===== src/hdl/assert_macros.svh =====
// ----------------------------------------------------------------------------
// assertion macros
// shared concurrent assertion forms, clocked and disabled by a reset
// ----------------------------------------------------------------------------
`ifndef ASSERT_MACROS_SVH
`define ASSERT_MACROS_SVH

// pre holds -> post holds in the same cycle
`define ASSERT_IMPLIES(label, clk, rst, pre, post) \
  label: assert property (@(posedge clk) disable iff (rst) (pre) |-> (post)) \
    else $error("assertion failed: same-cycle implication");

// pre holds -> post holds in the next cycle
`define ASSERT_NEXT(label, clk, rst, pre, post) \
  label: assert property (@(posedge clk) disable iff (rst) (pre) |=> (post)) \
    else $error("assertion failed: next-cycle implication");

`endif


===== src/hdl/uds_pkg.sv =====
// ----------------------------------------------------------------------------
// uds_pkg
// types and constants of the uudecode body stream block
// ----------------------------------------------------------------------------
package uds_pkg;

  localparam int MAX_LINE_BYTES = 45;
  // one buffer row holds the three bytes of a group
  localparam int ROWS   = (MAX_LINE_BYTES + 2) / 3;
  localparam int ROW_AW = (ROWS > 1) ? $clog2(ROWS) : 1;
  localparam int ROW_W  = 24;
  localparam int CNT_W  = $clog2(ROWS * 4 + 1);
  localparam int GRP_W  = $clog2(ROWS + 1);
  localparam int LEN_W  = 6;

  localparam logic [GRP_W-1:0] NO_GROUP = '1;

  localparam logic [1:0] KIND_DATA = 2'd0;
  localparam logic [1:0] KIND_DONE = 2'd1;
  localparam logic [1:0] KIND_ERR  = 2'd2;

  localparam logic [2:0] ERR_NONE      = 3'd0;
  localparam logic [2:0] ERR_BAD_LEN   = 3'd1;
  localparam logic [2:0] ERR_OVER_MAX  = 3'd2;
  localparam logic [2:0] ERR_BAD_DATA  = 3'd3;
  localparam logic [2:0] ERR_TRUNC     = 3'd4;
  localparam logic [2:0] ERR_NO_TERM   = 3'd5;
  localparam logic [2:0] ERR_NO_END    = 3'd6;
  localparam logic [2:0] ERR_WRONG_END = 3'd7;

  localparam logic [7:0] CH_NL    = 8'h0a;
  localparam logic [7:0] CH_CR    = 8'h0d;
  localparam logic [7:0] CH_SPACE = 8'h20;
  localparam logic [7:0] CH_TOP   = 8'h60;
  localparam logic [7:0] CH_E     = 8'h65;
  localparam logic [7:0] CH_N     = 8'h6e;
  localparam logic [7:0] CH_D     = 8'h64;

  // floor(x / 3) as (x * 171) >> 9, exact for x below 512
  localparam logic [13:0] RECIP3    = 14'd171;
  localparam int          RECIP3_SH = 9;

  typedef enum logic [2:0] {
    PH_LSTART,
    PH_BODY,
    PH_ZSKIP,
    PH_ENDLINE,
    PH_DONE
  } phase_t;

  typedef enum logic [2:0] {
    S_IDLE,
    S_CR,
    S_RD,
    S_EMIT,
    S_FIN
  } ctl_t;

  typedef struct packed {
    logic [1:0] kind;
    logic [7:0] data_byte;
    logic [2:0] error_code;
    logic       last;
  } result_t;

  typedef struct packed {
    logic              en;
    logic [ROW_AW-1:0] addr;
    logic [ROW_W-1:0]  data;
  } buf_wr_t;

endpackage


===== src/hdl/uds_in_if.sv =====
// ----------------------------------------------------------------------------
// uds_in_if
// input channel: one stream character or end of stream per transfer
// ----------------------------------------------------------------------------
interface uds_in_if;
  logic       valid;
  logic       ready;
  logic       op;
  logic [7:0] char_in;

  modport source (output valid, output op, output char_in, input ready);
  modport sink (input valid, input op, input char_in, output ready);
endinterface


===== src/hdl/uds_out_if.sv =====
// ----------------------------------------------------------------------------
// uds_out_if
// result channel: decoded byte, finish or error per transfer
// ----------------------------------------------------------------------------
interface uds_out_if;
  logic       valid;
  logic       ready;
  logic [1:0] kind;
  logic [7:0] data_byte;
  logic [2:0] error_code;
  logic       last;

  modport source (output valid, output kind, output data_byte, output error_code,
                  output last, input ready);
  modport sink (input valid, input kind, input data_byte, input error_code,
                input last, output ready);
endinterface


===== src/hdl/uudecode_body_stream_unit.sv =====
// ----------------------------------------------------------------------------
// uudecode_body_stream_unit
// decodes the body of a uuencoded stream, one character per transfer
// ----------------------------------------------------------------------------
// in_chan carries one character (op 0) or end of stream (op 1) per transfer.
// out_chan carries decoded bytes, then a finish or error result; last marks
// the final result caused by one input transfer.
// An ordinary character goes straight into the group decoder. A character
// that follows carriage returns inside a data line is held in S_CR while
// each held return is fed through the group decoder as a data character.
// Decoded groups are written into a line buffer memory, one row per group.
// At a line end the buffer is read back: one row read per group, then
// its bytes one at a time, up to three bytes per row read, then a
// trailing error result if there is one. The first byte passes S_RD, S_EMIT
// and the output register; an early error passes S_FIN and that register.
// Input is held off while a line is drained; a stalled receiver stalls
// the drain, and the result register takes the last result of an item so
// the next item can enter while it waits.
// Reset returns to the start of a data line; the buffer needs no clearing.
// After a finish or error every item is taken and ignored until reset.
`include "assert_macros.svh"

module uudecode_body_stream_unit (
  input logic       clk,
  input logic       rst,
  uds_in_if.sink    in_chan,
  uds_out_if.source out_chan
);
  import uds_pkg::*;

  function automatic logic char_ok(input logic [7:0] c);
    return c inside {[CH_SPACE:CH_TOP]};
  endfunction

  function automatic logic [7:0] end_letter(input logic [1:0] idx);
    logic [7:0] r;
    case (idx)
      2'd0:    r = CH_E;
      2'd1:    r = CH_N;
      default: r = CH_D;
    endcase
    return r;
  endfunction

  function automatic logic [GRP_W-1:0] groups_of(input logic [LEN_W-1:0] n);
    logic [13:0] prod;
    prod = (14'(n) + 14'd2) * RECIP3;
    return GRP_W'(prod >> RECIP3_SH);
  endfunction

  function automatic result_t err_res(input logic [2:0] code);
    result_t r;
    r.kind       = KIND_ERR;
    r.data_byte  = 8'd0;
    r.error_code = code;
    r.last       = 1'b1;
    return r;
  endfunction

  function automatic result_t done_res();
    result_t r;
    r.kind       = KIND_DONE;
    r.data_byte  = 8'd0;
    r.error_code = ERR_NONE;
    r.last       = 1'b1;
    return r;
  endfunction

  phase_t            phase, phase_next;
  ctl_t              ctl, ctl_next;
  logic [LEN_W-1:0]  line_count, line_count_next;
  logic [GRP_W-1:0]  groups, groups_next;
  logic [CNT_W-1:0]  chars_seen, chars_seen_next;
  logic [17:0]       group_chars, group_chars_next;
  logic [GRP_W-1:0]  bad_group, bad_group_next;
  logic [CNT_W-1:0]  pending_cr, pending_cr_next;
  logic [1:0]        end_match, end_match_next;
  logic [7:0]        hold_char, hold_char_next;
  logic [LEN_W-1:0]  emit_cnt, emit_cnt_next;
  logic [LEN_W-1:0]  emit_idx, emit_idx_next;
  logic [ROW_AW-1:0] emit_row, emit_row_next;
  logic [1:0]        emit_sub, emit_sub_next;
  logic              fin_valid, fin_valid_next;
  result_t           fin_res, fin_res_next;

  logic              accept;
  logic [7:0]        c_in;
  logic [CNT_W-1:0]  need;
  logic              short_line;
  logic              has_bad;
  logic [LEN_W-1:0]  line_bytes;
  logic [LEN_W-1:0]  len_val;
  logic              line_end;
  logic              stop_after;
  logic              byte_final;
  logic [7:0]        byte_sel;
  logic [CNT_W:0]    cr_span;

  logic              step_en;
  logic [7:0]        step_c;
  logic [5:0]        step_d;
  logic [CNT_W-1:0]  step_cs;
  logic [17:0]       step_gc;
  logic [GRP_W-1:0]  step_bg;
  buf_wr_t           buf_wr;

  logic              rd_en;
  logic [ROW_W-1:0]  rd_data;
  logic              push;
  result_t           push_res;
  logic              space;

  uds_line_buf u_buf (
    .clk     (clk),
    .wr      (buf_wr),
    .rd_en   (rd_en),
    .rd_addr (emit_row),
    .rd_data (rd_data)
  );

  uds_out_stage u_out (
    .clk      (clk),
    .rst      (rst),
    .push     (push),
    .res      (push_res),
    .space    (space),
    .out_chan (out_chan)
  );

  assign accept     = in_chan.valid && in_chan.ready;
  assign c_in       = in_chan.char_in;
  assign need       = CNT_W'({groups, 2'b00});
  assign short_line = chars_seen < need;
  assign has_bad    = bad_group != NO_GROUP;
  // a bad group stops the line after the groups before it
  assign line_bytes = has_bad ? LEN_W'({bad_group, 1'b0}) + LEN_W'(bad_group) : line_count;
  assign len_val    = c_in[5:0] - 6'd32;
  assign line_end   = (phase == PH_BODY) && (in_chan.op || c_in == CH_NL);
  assign stop_after = has_bad || in_chan.op;
  assign byte_final = LEN_W'(emit_idx + 1'b1) == emit_cnt;
  assign cr_span    = (CNT_W + 1)'(chars_seen) + (CNT_W + 1)'(pending_cr);

  always_comb begin
    case (emit_sub)
      2'd0:    byte_sel = rd_data[23:16];
      2'd1:    byte_sel = rd_data[15:8];
      default: byte_sel = rd_data[7:0];
    endcase
  end

  // group decoder: one data character per cycle
  assign step_d = step_c[5:0] - 6'd32;

  always_comb begin
    step_cs = chars_seen;
    step_gc = group_chars;
    step_bg = bad_group;
    buf_wr  = '0;
    if (step_en && chars_seen < need) begin
      if (!char_ok(step_c) && bad_group == NO_GROUP) begin
        step_bg = GRP_W'(chars_seen >> 2);
      end
      if (chars_seen[1:0] != 2'd3) begin
        step_gc = {group_chars[11:0], step_d};
      end else begin
        // four sextets line up as the three bytes of the row
        buf_wr.en   = 1'b1;
        buf_wr.addr = ROW_AW'(chars_seen >> 2);
        buf_wr.data = {group_chars, step_d};
        step_gc     = '0;
      end
      step_cs = chars_seen + 1'b1;
    end
  end

  // outputs
  always_comb begin
    in_chan.ready = (ctl == S_IDLE);
    step_en       = 1'b0;
    step_c        = hold_char;
    rd_en         = 1'b0;
    push          = 1'b0;
    push_res      = fin_res;
    case (ctl)
      S_IDLE: begin
        if (accept && phase == PH_BODY && !in_chan.op && c_in != CH_NL &&
            c_in != CH_CR && pending_cr == '0) begin
          step_en = 1'b1;
          step_c  = c_in;
        end
      end
      S_CR: begin
        step_en = 1'b1;
        step_c  = (pending_cr != '0) ? CH_CR : hold_char;
      end
      S_RD: begin
        rd_en = 1'b1;
      end
      S_EMIT: begin
        push                = space;
        push_res.kind       = KIND_DATA;
        push_res.data_byte  = byte_sel;
        push_res.error_code = ERR_NONE;
        push_res.last       = byte_final && !fin_valid;
      end
      S_FIN: begin
        push = space;
      end
      default: ;
    endcase
  end

  // next state
  always_comb begin
    phase_next       = phase;
    ctl_next         = ctl;
    line_count_next  = line_count;
    groups_next      = groups;
    chars_seen_next  = step_cs;
    group_chars_next = step_gc;
    bad_group_next   = step_bg;
    pending_cr_next  = pending_cr;
    end_match_next   = end_match;
    hold_char_next   = hold_char;
    emit_cnt_next    = emit_cnt;
    emit_idx_next    = emit_idx;
    emit_row_next    = emit_row;
    emit_sub_next    = emit_sub;
    fin_valid_next   = fin_valid;
    fin_res_next     = fin_res;
    case (ctl)
      S_IDLE: begin
        if (accept && phase != PH_DONE) begin
          if (line_end) begin
            pending_cr_next = '0;
            if (short_line) begin
              fin_valid_next = 1'b1;
              fin_res_next   = err_res(ERR_TRUNC);
              phase_next     = PH_DONE;
              ctl_next       = S_FIN;
            end else begin
              emit_cnt_next  = line_bytes;
              emit_idx_next  = '0;
              emit_row_next  = '0;
              emit_sub_next  = 2'd0;
              fin_valid_next = stop_after;
              fin_res_next   = err_res(has_bad ? ERR_BAD_DATA : ERR_NO_TERM);
              phase_next     = stop_after ? PH_DONE : PH_LSTART;
              // a good line cut off by end of stream drops its bytes
              if ((!in_chan.op || has_bad) && line_bytes != '0) begin
                ctl_next = S_RD;
              end else if (stop_after) begin
                ctl_next = S_FIN;
              end
            end
          end else if (in_chan.op) begin
            fin_valid_next = 1'b1;
            phase_next     = PH_DONE;
            ctl_next       = S_FIN;
            case (phase)
              PH_LSTART: fin_res_next = err_res(ERR_NO_TERM);
              PH_ZSKIP:  fin_res_next = err_res(ERR_NO_END);
              default: begin
                if (end_match == 2'd0 && pending_cr == '0) begin
                  fin_res_next = err_res(ERR_NO_END);
                end else if (end_match == 2'd3) begin
                  fin_res_next = done_res();
                end else begin
                  fin_res_next = err_res(ERR_WRONG_END);
                end
              end
            endcase
          end else if (c_in == CH_NL) begin
            case (phase)
              PH_LSTART: pending_cr_next = '0;
              PH_ZSKIP: begin
                phase_next      = PH_ENDLINE;
                end_match_next  = 2'd0;
                pending_cr_next = '0;
              end
              default: begin
                fin_valid_next = 1'b1;
                fin_res_next   = (end_match == 2'd3) ? done_res() : err_res(ERR_WRONG_END);
                phase_next     = PH_DONE;
                ctl_next       = S_FIN;
              end
            endcase
          end else if (c_in == CH_CR) begin
            case (phase)
              PH_BODY: begin
                if (pending_cr < need - chars_seen) begin
                  pending_cr_next = pending_cr + 1'b1;
                end
              end
              PH_ZSKIP: ;
              default: pending_cr_next = CNT_W'(1);
            endcase
          end else begin
            case (phase)
              PH_LSTART: begin
                if (pending_cr != '0 || !char_ok(c_in)) begin
                  fin_valid_next = 1'b1;
                  fin_res_next   = err_res(ERR_BAD_LEN);
                  phase_next     = PH_DONE;
                  ctl_next       = S_FIN;
                end else if (len_val == '0) begin
                  phase_next = PH_ZSKIP;
                end else if (len_val > LEN_W'(MAX_LINE_BYTES)) begin
                  fin_valid_next = 1'b1;
                  fin_res_next   = err_res(ERR_OVER_MAX);
                  phase_next     = PH_DONE;
                  ctl_next       = S_FIN;
                end else begin
                  line_count_next  = len_val;
                  groups_next      = groups_of(len_val);
                  chars_seen_next  = '0;
                  group_chars_next = '0;
                  bad_group_next   = NO_GROUP;
                  pending_cr_next  = '0;
                  phase_next       = PH_BODY;
                end
              end
              PH_BODY: begin
                // held returns become data characters ahead of this one
                if (pending_cr != '0) begin
                  hold_char_next = c_in;
                  ctl_next       = S_CR;
                end
              end
              PH_ENDLINE: begin
                if (pending_cr != '0 || end_match == 2'd3 ||
                    c_in != end_letter(end_match)) begin
                  fin_valid_next = 1'b1;
                  fin_res_next   = err_res(ERR_WRONG_END);
                  phase_next     = PH_DONE;
                  ctl_next       = S_FIN;
                end else begin
                  end_match_next = end_match + 1'b1;
                end
              end
              default: ;
            endcase
          end
        end
      end
      S_CR: begin
        if (pending_cr != '0) begin
          pending_cr_next = pending_cr - 1'b1;
        end else begin
          ctl_next = S_IDLE;
        end
      end
      S_RD: begin
        ctl_next = S_EMIT;
      end
      S_EMIT: begin
        if (space) begin
          emit_idx_next = emit_idx + 1'b1;
          if (byte_final) begin
            ctl_next = fin_valid ? S_FIN : S_IDLE;
          end else if (emit_sub == 2'd2) begin
            emit_sub_next = 2'd0;
            emit_row_next = emit_row + 1'b1;
            ctl_next      = S_RD;
          end else begin
            emit_sub_next = emit_sub + 1'b1;
          end
        end
      end
      S_FIN: begin
        if (space) begin
          fin_valid_next = 1'b0;
          ctl_next       = S_IDLE;
        end
      end
      default: ctl_next = S_IDLE;
    endcase
  end

  always_ff @(posedge clk) begin
    if (rst) begin
      phase       <= PH_LSTART;
      ctl         <= S_IDLE;
      line_count  <= '0;
      groups      <= '0;
      chars_seen  <= '0;
      group_chars <= '0;
      bad_group   <= NO_GROUP;
      pending_cr  <= '0;
      end_match   <= 2'd0;
      emit_cnt    <= '0;
      emit_idx    <= '0;
      emit_row    <= '0;
      emit_sub    <= 2'd0;
      fin_valid   <= 1'b0;
    end else begin
      phase       <= phase_next;
      ctl         <= ctl_next;
      line_count  <= line_count_next;
      groups      <= groups_next;
      chars_seen  <= chars_seen_next;
      group_chars <= group_chars_next;
      bad_group   <= bad_group_next;
      pending_cr  <= pending_cr_next;
      end_match   <= end_match_next;
      emit_cnt    <= emit_cnt_next;
      emit_idx    <= emit_idx_next;
      emit_row    <= emit_row_next;
      emit_sub    <= emit_sub_next;
      fin_valid   <= fin_valid_next;
    end
  end

  always_ff @(posedge clk) begin
    hold_char <= hold_char_next;
    fin_res   <= fin_res_next;
  end

  `ASSERT_NEXT(a_done_sticky, clk, rst, phase == PH_DONE, phase == PH_DONE)
  `ASSERT_IMPLIES(a_emit_in_range, clk, rst, ctl == S_EMIT, emit_idx < emit_cnt)
  `ASSERT_IMPLIES(a_wr_in_body, clk, rst, buf_wr.en, phase == PH_BODY)
  `ASSERT_IMPLIES(a_cr_room, clk, rst, phase == PH_BODY, cr_span <= (CNT_W + 1)'(need))

endmodule


===== src/hdl/uds_line_buf.sv =====
// ----------------------------------------------------------------------------
// uds_line_buf
// line byte buffer, one row of three decoded bytes per group, registered read
// ----------------------------------------------------------------------------
module uds_line_buf (
  input  logic                      clk,
  input  uds_pkg::buf_wr_t          wr,
  input  logic                      rd_en,
  input  logic [uds_pkg::ROW_AW-1:0] rd_addr,
  output logic [uds_pkg::ROW_W-1:0]  rd_data
);
  import uds_pkg::*;

  logic [ROW_W-1:0] mem [ROWS];

  always_ff @(posedge clk) begin
    if (wr.en) begin
      mem[wr.addr] <= wr.data;
    end
  end

  always_ff @(posedge clk) begin
    if (rd_en) begin
      rd_data <= mem[rd_addr];
    end
  end

endmodule


===== src/hdl/uds_out_stage.sv =====
// ----------------------------------------------------------------------------
// uds_out_stage
// output register between the sequencer and the result channel
// ----------------------------------------------------------------------------
module uds_out_stage (
  input  logic             clk,
  input  logic             rst,
  input  logic             push,
  input  uds_pkg::result_t res,
  output logic             space,
  uds_out_if.source        out_chan
);
  import uds_pkg::*;

  logic    valid;
  result_t hold;

  assign space = !valid || out_chan.ready;

  always_ff @(posedge clk) begin
    if (rst) begin
      valid <= 1'b0;
    end else if (push) begin
      valid <= 1'b1;
    end else if (out_chan.ready) begin
      valid <= 1'b0;
    end
  end

  always_ff @(posedge clk) begin
    if (push) begin
      hold <= res;
    end
  end

  assign out_chan.valid      = valid;
  assign out_chan.kind       = hold.kind;
  assign out_chan.data_byte  = hold.data_byte;
  assign out_chan.error_code = hold.error_code;
  assign out_chan.last       = hold.last;

endmodule


===== src/flat_wrapper.sv =====
// flat-port wrapper written by rule: the top's interface ports become plain ports
module uudecode_body_stream_unit_flat import uds_pkg::*;
  (clk, rst, in_chan_valid, in_chan_op, in_chan_char_in, in_chan_ready, out_chan_valid, out_chan_kind, out_chan_data_byte, out_chan_error_code, out_chan_last, out_chan_ready);
  uds_in_if in_chan_i ();
  uds_out_if out_chan_i ();
  input logic clk;
  input logic rst;
  input wire logic [$bits(in_chan_i.valid)-1:0] in_chan_valid;
  input wire logic [$bits(in_chan_i.op)-1:0] in_chan_op;
  input wire logic [$bits(in_chan_i.char_in)-1:0] in_chan_char_in;
  output wire logic [$bits(in_chan_i.ready)-1:0] in_chan_ready;
  output wire logic [$bits(out_chan_i.valid)-1:0] out_chan_valid;
  output wire logic [$bits(out_chan_i.kind)-1:0] out_chan_kind;
  output wire logic [$bits(out_chan_i.data_byte)-1:0] out_chan_data_byte;
  output wire logic [$bits(out_chan_i.error_code)-1:0] out_chan_error_code;
  output wire logic [$bits(out_chan_i.last)-1:0] out_chan_last;
  input wire logic [$bits(out_chan_i.ready)-1:0] out_chan_ready;
  assign in_chan_i.valid = in_chan_valid;
  assign in_chan_i.op = in_chan_op;
  assign in_chan_i.char_in = in_chan_char_in;
  assign in_chan_ready = in_chan_i.ready;
  assign out_chan_valid = out_chan_i.valid;
  assign out_chan_kind = out_chan_i.kind;
  assign out_chan_data_byte = out_chan_i.data_byte;
  assign out_chan_error_code = out_chan_i.error_code;
  assign out_chan_last = out_chan_i.last;
  assign out_chan_i.ready = out_chan_ready;
  uudecode_body_stream_unit u_core (.clk(clk), .rst(rst), .in_chan(in_chan_i), .out_chan(out_chan_i));
endmodule

===== config.mk =====
export PLATFORM = sky130hd
export DESIGN_NAME = uudecode_body_stream_unit_flat
export DESIGN_NICKNAME = d
export VERILOG_FILES = /design/src/hdl/uds_pkg.sv /design/src/hdl/uds_in_if.sv /design/src/hdl/uds_out_if.sv /design/src/hdl/uudecode_body_stream_unit.sv /design/src/hdl/uds_line_buf.sv /design/src/hdl/uds_out_stage.sv /design/src/flat_wrapper.sv
export VERILOG_INCLUDE_DIRS = /design/src /design/src/hdl
export SDC_FILE = /design/constraint.sdc
export NUM_CORES = 1
export LEC_CHECK = 0
export BUFFER_PORTS_ARGS = -buffer_cell sky130_fd_sc_hd__buf_2
export CAP_MARGIN = 20
export CORE_MARGIN = 8
export CORE_UTILIZATION = 50
export CTS_BUF_LIST = sky130_fd_sc_hd__clkbuf_8
export DETAILED_ROUTE_END_ITERATION = 7
export PLACE_DENSITY = 0.68
export SLEW_MARGIN = 20
export SYNTH_ARGS = -nofsm -noshare
export SYNTH_HDL_FRONTEND = slang
export SYNTH_SLANG_ARGS = --single-unit

===== constraint.sdc =====
create_clock -name clk -period 5.6 [get_ports clk]
set_input_delay 1.68 -clock clk [delete_from_list [all_inputs] [get_ports clk]]
set_output_delay 1.68 -clock clk [all_outputs]
set_load 0.01 [all_outputs]

# After elaboration in Yosys (flattened, before gate mapping)
# Memory sizes are Yosys's and may differ from the RTL's. A register that Yosys moved wholly into a read port is not among the register bits.
# Index checks and enable logic that the tools add are counted.
# word_totals
regBits	108
word_cells	324
mem_count	1
output_inout_bits	16
in_bits	13
ramBits	360
# classes
eq_ne	57
reduce_logical	55
n_addsub	12
multipliers	1
mux	159
n_bitwise	8
n_lt_le_gt_ge	7
# mem_list
name	words	word_bits	read_ports	rd_clocked_by_memory_dff	write_ports	line	rtl
u_core.u_buf.mem	15	24	1	1	1	uds_line_buf.sv:14	logic [ROW_W-1:0] mem [ROWS];
# ops
cell	n
2-to-1 mux 18 bit	12
2-to-1 mux 6 bit	28
2-to-1 mux 14 bit	11
2-to-1 mux 3 bit	30
2-to-1 mux 4 bit	19
2-to-1 mux 8 bit	9
2-to-1 mux 29 bit	2
one-hot mux 14 bit (2 select lines)	2
inequality test 5 bit, second input constant	8
one-hot mux 6 bit (2 select lines)	3
one-hot mux 8 bit (2 select lines)	2
inequality test 6 bit, second input constant	4
AND reduction 8 bit	3
2-to-1 mux 2 bit	11
inequality test 7 bit, second input constant	3
2-to-1 mux 1 bit	19
adder 6 x 1 -> 6 bit, second input constant	3
equality test 8 x 4 -> 1 bit, second input constant	2
greater-or-equal comparator 8 x 6 -> 1 bit, second input constant	2
<= comparator 8 x 7 -> 1 bit, second input constant	2
inequality test 8 x 4 -> 1 bit, second input constant	2
one-hot mux 4 bit (2 select lines)	2
logical AND 1 bit	15
one-hot mux 3 bit (5 select lines)	1
51 further kinds	104

# Longest topological paths before layout
# depth
ltp_word	25
mapped_depth	19

# Modules after synthesis
# From an unflattened synthesis, not the netlist that was laid out.
# hier_totals
cells_unflattened	1513
area_unflattened_um2	21463.1
# by_module_without_submodules
mod	cells_per_inst	n_inst	seq_area_each_um2	area_each_um2
uds_line_buf	676	1	11531.1	14530.2
uudecode_body_stream_unit	819	1	1811.7	6466.2
uds_out_stage	18	1	440.4	466.7

# Worst setup path before layout
# No wires, ideal clock.
# synth_timing
kind	input to register
start	in in_chan_op
end	mem u_core.u_buf.mem[5][0] (enable)
path_buffers	2
path_stages	7
setup_time_ns	0.466
t_arrival_ns	5.330
setup_slack_ns	-0.196
cell_sequence	clkbuf_1 > nor4_2 > and4_1 > a21oi_1 > or3_1 > clkbuf_1 > nor4_1
# synth_via
elab_chain_cells	11
# synth_lines
item	line	rtl
from (decl)	flat_wrapper.sv:9	input wire logic [$bits(in_chan_i.op)-1:0] in_chan_op;
zero test 1 bit (*)	uudecode_body_stream_unit.sv:186	if (accept && phase == PH_BODY && !in_chan.op && c_in != CH_NL &&
logical AND 1 bit (*) (3 in a row)	uudecode_body_stream_unit.sv:186	
logical AND 1 bit (*)	uudecode_body_stream_unit.sv:187	c_in != CH_CR && pending_cr == '0) begin
2-to-1 mux 1 bit (*)	uudecode_body_stream_unit.sv:186	
one-hot mux 1 bit (2 select lines) (*)	uudecode_body_stream_unit.sv:184	case (ctl)
logical AND 1 bit (*)	uudecode_body_stream_unit.sv:159	if (step_en && chars_seen < need) begin
2-to-1 mux 29 bit (*)	uudecode_body_stream_unit.sv:159	
2-to-1 mux 1 bit	uds_line_buf.sv:17	if (wr.en) begin
2-to-1 mux 1 bit (not written as such)	uds_line_buf.sv:18	mem[wr.addr] <= wr.data;
to (decl)	uds_line_buf.sv:14	
# Every way passes the cells marked *; elsewhere a longest branch is shown, timed or not.

# Worst setup path in the final report
# layout_timing
start	in in_chan_char_in[1]
end	reg u_core.groups[1]
# layout_via
elab_chain_cells	6
word_cells_on_any_way	21
# layout_lines
item	line	rtl
from (decl)	flat_wrapper.sv:10	input wire logic [$bits(in_chan_i.char_in)-1:0] in_chan_char_in;
branches (longest 6 deep; another with multiplier 14 x 8 -> 13 bit)	-	
to (signal assigned)	uudecode_body_stream_unit.sv:400	groups <= groups_next;
to (decl)	uudecode_body_stream_unit.sv:72	logic [GRP_W-1:0] groups, groups_next;
# Several ways; the timed one is not identified.
# A chain may end at the register's enable or synchronous reset.

==> results <==
- The worst setup path category is in -> reg.
- The height of the die is approximately 220 um.
- The die covers 0.0501 mm^2.
- In this run, placement finished with an instance count of 2039.
- The minimum setup slack after placement is -0.147 ns.
- The class of the worst hold path is reg -> reg.
- The net count after synthesis is 1532.
- The initial antenna violation count was 0.
- The number of hold violations in the final report is 0.
- The sequential area share after synthesis is 0.638.
- The count of filler cells inserted in the layout is around 3400.
- The count of nets left with antenna violations once routing finished came out at 0.
- The number of gates resized after CTS was 0.
- Once the clock tree was built, the setup fixing pass inserted 0 buffers.
- The post-route worst hold slack is 0.457 ns.
- For this design the ratio of total power to cell area is 304 mW/mm^2.
- The total overflow reported by the global router is 0.
- Once routing completed, OpenROAD measured the worst setup slack at 0.462 ns.
- Of the available clock period, the critical path in the final layout requires 0.918.
- The total core area is 0.0429 mm^2.
- The critical path's most frequent cell is sky130_fd_sc_hd__inv_1.
- After clock tree synthesis, the clock-pin slew on the worst setup and hold paths is 0.07 ns.
- Routability-driven placement finished with a final weighted congestion of 0.878.
- The floorplan has 76 rows.
- The most instantiated flip-flop cell in the synthesis netlist is sky130_fd_sc_hd__edfxtp_1.
- The fraction of layout cells with a size suffix above 1 is 0.204.
- The largest clock skew in the final design is 0.0366 ns.
- During synthesis, Yosys emitted a total of 0 warnings.
- The netlist uses 90 different library cells.
- Measured against the total synthesized area, the mux share comes to 0.123.
- The half-perimeter wire length of the detailed placement result is about 30000 um.
- The count of H-tree levels built during CTS is 3.
- Setup repair after global routing left no endpoint under its margin.
- Before antenna repair, the detailed router went through 6 iterations.
- For the pin with the worst max-slew slack, the measured transition is 0.955 ns.
- The max-slew violation count is 0.
- Summed over all layers, the routed wires come to 49600 um.
- The total negative slack is 0 ns.
- In the global route stage, overall resource usage came out at 0.198.
- The die extent in x is 224 um.
- The largest family of logic cells by synthesized area is multiplexers.
- After detailed routing, the number of remaining DRC violations is 0.
- The share of flip-flops with an asynchronous set or reset after synthesis is 0.
- The cell area reported after detailed placement is about 0.023 mm^2.
- Of the total synthesized cell area, the portion taken by full adders, half adders and majority gates is 0.0423.
- Across the run, the number of max-cap violations was 0.
- The wire length of the first global-routing pass is about 76000 um.
- The count of input and output buffers is 28.
- In the layout the commonest cells are sky130_fd_sc_hd__edfxtp_1 (411), sky130_fd_sc_hd__mux4_2 (96), sky130_fd_sc_hd__nor2_1 (90).
- For this block, the via count after detailed routing is approximately 13000.
- STA puts the critical path data required time at about 6 ns.
- The final design area excluding fillers is 0.0241 mm^2.
- Entering global routing, the biggest net connects 62 pins.
- The leakage power summed over all cells is 8.90 nW.
- The run finished with clean final reports.
- After detailed routing, the average wire length per cell comes to 22.8 um.
- TritonCTS built the clock tree.
- The xor-xnor portion of the synthesized cell area is 0.0110.
- The startpoint type of the worst setup path is an input pin.
- The TritonCTS sink count is 483.
- VDD sags by at most roughly 170 uV.
- In this run the tightest slew margin relative to its limit is 0.359.
- The finished layout holds 2173 standard cells, fillers aside.
- The signal on the critical path passes through buf_2 > ha_1 > nand3_1 > xor2_2 > ha_1 > inv_1 > fa_1 > inv_1 > fa_1 > inv_1 > fa_1 > inv_1 > ha_1 > o21a_1 > o211ai_1 > nand2_1 > a211oi_1 > buf_4 > xnor2_1 > o31ai_1.
- Counting along the longest clock path gives a buffer depth of 3.
- The ratio of routed vias to standard cells is 5.90.
- After the last flow step, the layout net total stands at 1610.
- The number of clock buffers inserted by TritonCTS is 74.
- The post-synthesis area per instance is 14.9 um^2.
- The number of enable-type register cells in the synthesized netlist is 411.
- For the worst setup path, the data arrival time is approximately 5.6 ns.
- The starting DRC count in detailed routing is 1067.
- The share of the synthesized area in compound gates (AO/OA/AOI/OAI) is 0.0661.
- For this run, the top clock speed supported by timing is 195 MHz.
- The area of the mapped netlist is 0.0216 mm^2.
- For this configuration, the core starts out at a cell density of 0.503.
- Setup violations remaining at the end of the flow were counted as 0.
- In this design, the stage delay of the slowest critical-path cell is 0.50 ns.
- The endpoint type of the worst setup path is a flop.
- The area growth from synthesis to layout is 11.8%.
- The insertion delay of the later-clocked pin in the worst-skew pair is 0.64 ns.
- The post-synthesis register bit count is 483.
- The post-cts hold buffer count is 0.
- The cell at the root of the clock tree is sky130_fd_sc_hd__clkbuf_8.
- Synthesis produced a netlist whose cell count is 1452.
- The critical path's slowest cell is sky130_fd_sc_hd__fa_1.
- The number of global-route vias before repair is ~13000.
- The I/O pin count is 29.
- The library cell used most frequently in the layout, excluding fill and tap cells, is sky130_fd_sc_hd__edfxtp_1.
- The fraction of the mapped netlist area in simple logic gates is 0.0936.
- Subtracting the final worst setup slack from the clock period gives approximately 5.1 ns.
- Along the worst path, the maximum fanout reaches 4.
[cell usage after synthesis, types with 3 or more instances]
library cell | n | area [um^2]
sky130_fd_sc_hd__a21oi_1 | 71 | 355
sky130_fd_sc_hd__ha_1 | 57 | 713
sky130_fd_sc_hd__o211a_1 | 3 | 30.0
sky130_fd_sc_hd__clkbuf_1 | 41 | 154
sky130_fd_sc_hd__and3_1 | 5 | 31.3
sky130_fd_sc_hd__o22ai_1 | 3 | 18.8
sky130_fd_sc_hd__nand2_1 | 86 | 323
sky130_fd_sc_hd__nor2b_1 | 9 | 56.3
sky130_fd_sc_hd__inv_1 | 55 | 206
sky130_fd_sc_hd__and2_1 | 27 | 169
sky130_fd_sc_hd__nor3b_1 | 14 | 105
sky130_fd_sc_hd__nand2b_1 | 7 | 43.8
sky130_fd_sc_hd__o2111ai_1 | 3 | 26.3
sky130_fd_sc_hd__a211oi_1 | 8 | 60.1
sky130_fd_sc_hd__or3_1 | 12 | 75.1
sky130_fd_sc_hd__mux2i_1 | 46 | 460
sky130_fd_sc_hd__buf_2 | 22 | 110
sky130_fd_sc_hd__mux4_2 | 96 | 2160
sky130_fd_sc_hd__o211ai_1 | 9 | 67.6
sky130_fd_sc_hd__xnor2_1 | 16 | 140
sky130_fd_sc_hd__fa_1 | 10 | 200
sky130_fd_sc_hd__o31ai_1 | 4 | 30.0
sky130_fd_sc_hd__edfxtp_1 | 411 | 12300
sky130_fd_sc_hd__a21o_1 | 7 | 52.6
sky130_fd_sc_hd__o2bb2ai_1 | 3 | 26.3
sky130_fd_sc_hd__dfxtp_1 | 72 | 1440
sky130_fd_sc_hd__nor4bb_1 | 4 | 40.0
sky130_fd_sc_hd__and4_1 | 5 | 43.8
sky130_fd_sc_hd__nor4_1 | 9 | 56.3
sky130_fd_sc_hd__nand4_1 | 13 | 81.3
sky130_fd_sc_hd__a311oi_1 | 3 | 26.3
sky130_fd_sc_hd__o21ai_0 | 54 | 270
sky130_fd_sc_hd__or4_1 | 7 | 52.6
sky130_fd_sc_hd__nand3_1 | 32 | 160
sky130_fd_sc_hd__nor3_1 | 22 | 110
sky130_fd_sc_hd__nor2_1 | 98 | 368
sky130_fd_sc_hd__xor2_1 | 11 | 96.3
sky130_fd_sc_hd__buf_1 | 15 | 56.3
sky130_fd_sc_hd__o21ai_2 | 3 | 26.3
sky130_fd_sc_hd__o21a_1 | 7 | 52.6
sky130_fd_sc_hd__nor4b_1 | 3 | 26.3
sky130_fd_sc_hd__a22oi_1 | 5 | 37.5
[path summary, 6_finish.rpt]
path	start	end	slack, ns	cells after the start
worst max register to register	u_core.chars_seen[4]	u_core.u_buf.mem[2][3]	1.58	9
worst max-delay path	in_chan_char_in[1]	u_core.groups[1]	0.46	20
worst min-delay path	u_core.line_count[3]	u_core.line_count[3]	0.46	2
worst min register to register	u_core.line_count[3]	u_core.line_count[3]	0.46	2
[final cells by class]
cell class                 count  area (um^2)  area share
inverter                      57          214     0.00887
clock inverter                56          344      0.0143
clock buffer                  77         1060      0.0439
antenna                        1         2.50    0.000104
timing repair buffer          83          616      0.0255
tap                          585          732      0.0303
multi-input combinational    831         7370       0.305
sequential                   483        13800       0.572
[per-layer routing]
metal / global-route usage / up-vias / part of all wire
li1: - / 5788 / -
met1: 0.260 / 6528 / 0.42
met5: 0 / - / 0
met2: 0.337 / 425 / 0.50
met3: 0.0317 / 77 / 0.059
met4: 0.0641 / 0 / 0.019
[where the power goes]
| group | total [mW] | internal, mW | switching, mW | leakage (nW) |
|---|---|---|---|---|
| clock | 2.79 | 1.47 | 1.33 | 0.830 |
| sequential | 3.94 | 3.90 | 0.0424 | 5.18 |
| combinational | 0.606 | 0.248 | 0.358 | 2.89 |
| total | 7.34 | 5.62 | 1.73 | 8.90 |
[critical path, delay by kind of cell]
| family | cells | cell delay (ns) |
|---|---|---|
| xor gates and xnor gates | 2 | 0.27 |
| and+or+nand+nor | 2 | 0.24 |
| AOI/OAI and AO/OA | 4 | 0.77 |
| adders and majority gates | 6 | 2.16 |
| buffers and inverters | 6 | 0.51 |
[state kept, by name, summed over array words and instances, names as in the netlist]
name and count:
u_core.u_buf.mem 360, u_core.chars_seen 6, u_core.emit_sub 2, u_core.emit_cnt 6, u_core.groups 4, u_core.ctl 3
u_core.pending_cr 6, u_core.u_out.out_chan.last 1, u_core.hold_char 8, u_core.u_out.out_chan.kind 2, u_core.phase 3, u_core.u_out.out_chan.error_code 3
u_core.u_buf.rd_data 24, u_core.line_count 6, u_core.bad_group 4, u_core.emit_idx 6, u_core.emit_row 4, u_core.group_chars 18
u_core.u_out.out_chan.data_byte 8, u_core.fin_valid 1, u_core.u_out.out_chan.valid 1, u_core.fin_res 5, u_core.end_match 2
[through the flow]
step | total power, mW | util
floorplan | 4.44 | -
global placement | 4.61 | 0.530
detailed placement | 4.62 | 0.530
CTS | 7.41 | 0.563
global route | 7.64 | 0.563
finish | 7.34 | 0.563
[cells by family (layout without fill, tap and decap cells)]
kind of cell / after synthesis / after routing
DFF: 483 / 483
and+or+nand+nor: 377 / 377
AOI/OAI and AO/OA: 216 / 216
muxes: 144 / 144
buffers and inverters: 138 / 273
adders and majority gates: 67 / 67
xor gates and xnor gates: 27 / 27
other: 0 / 1
(Power assumes the default switching activity.)
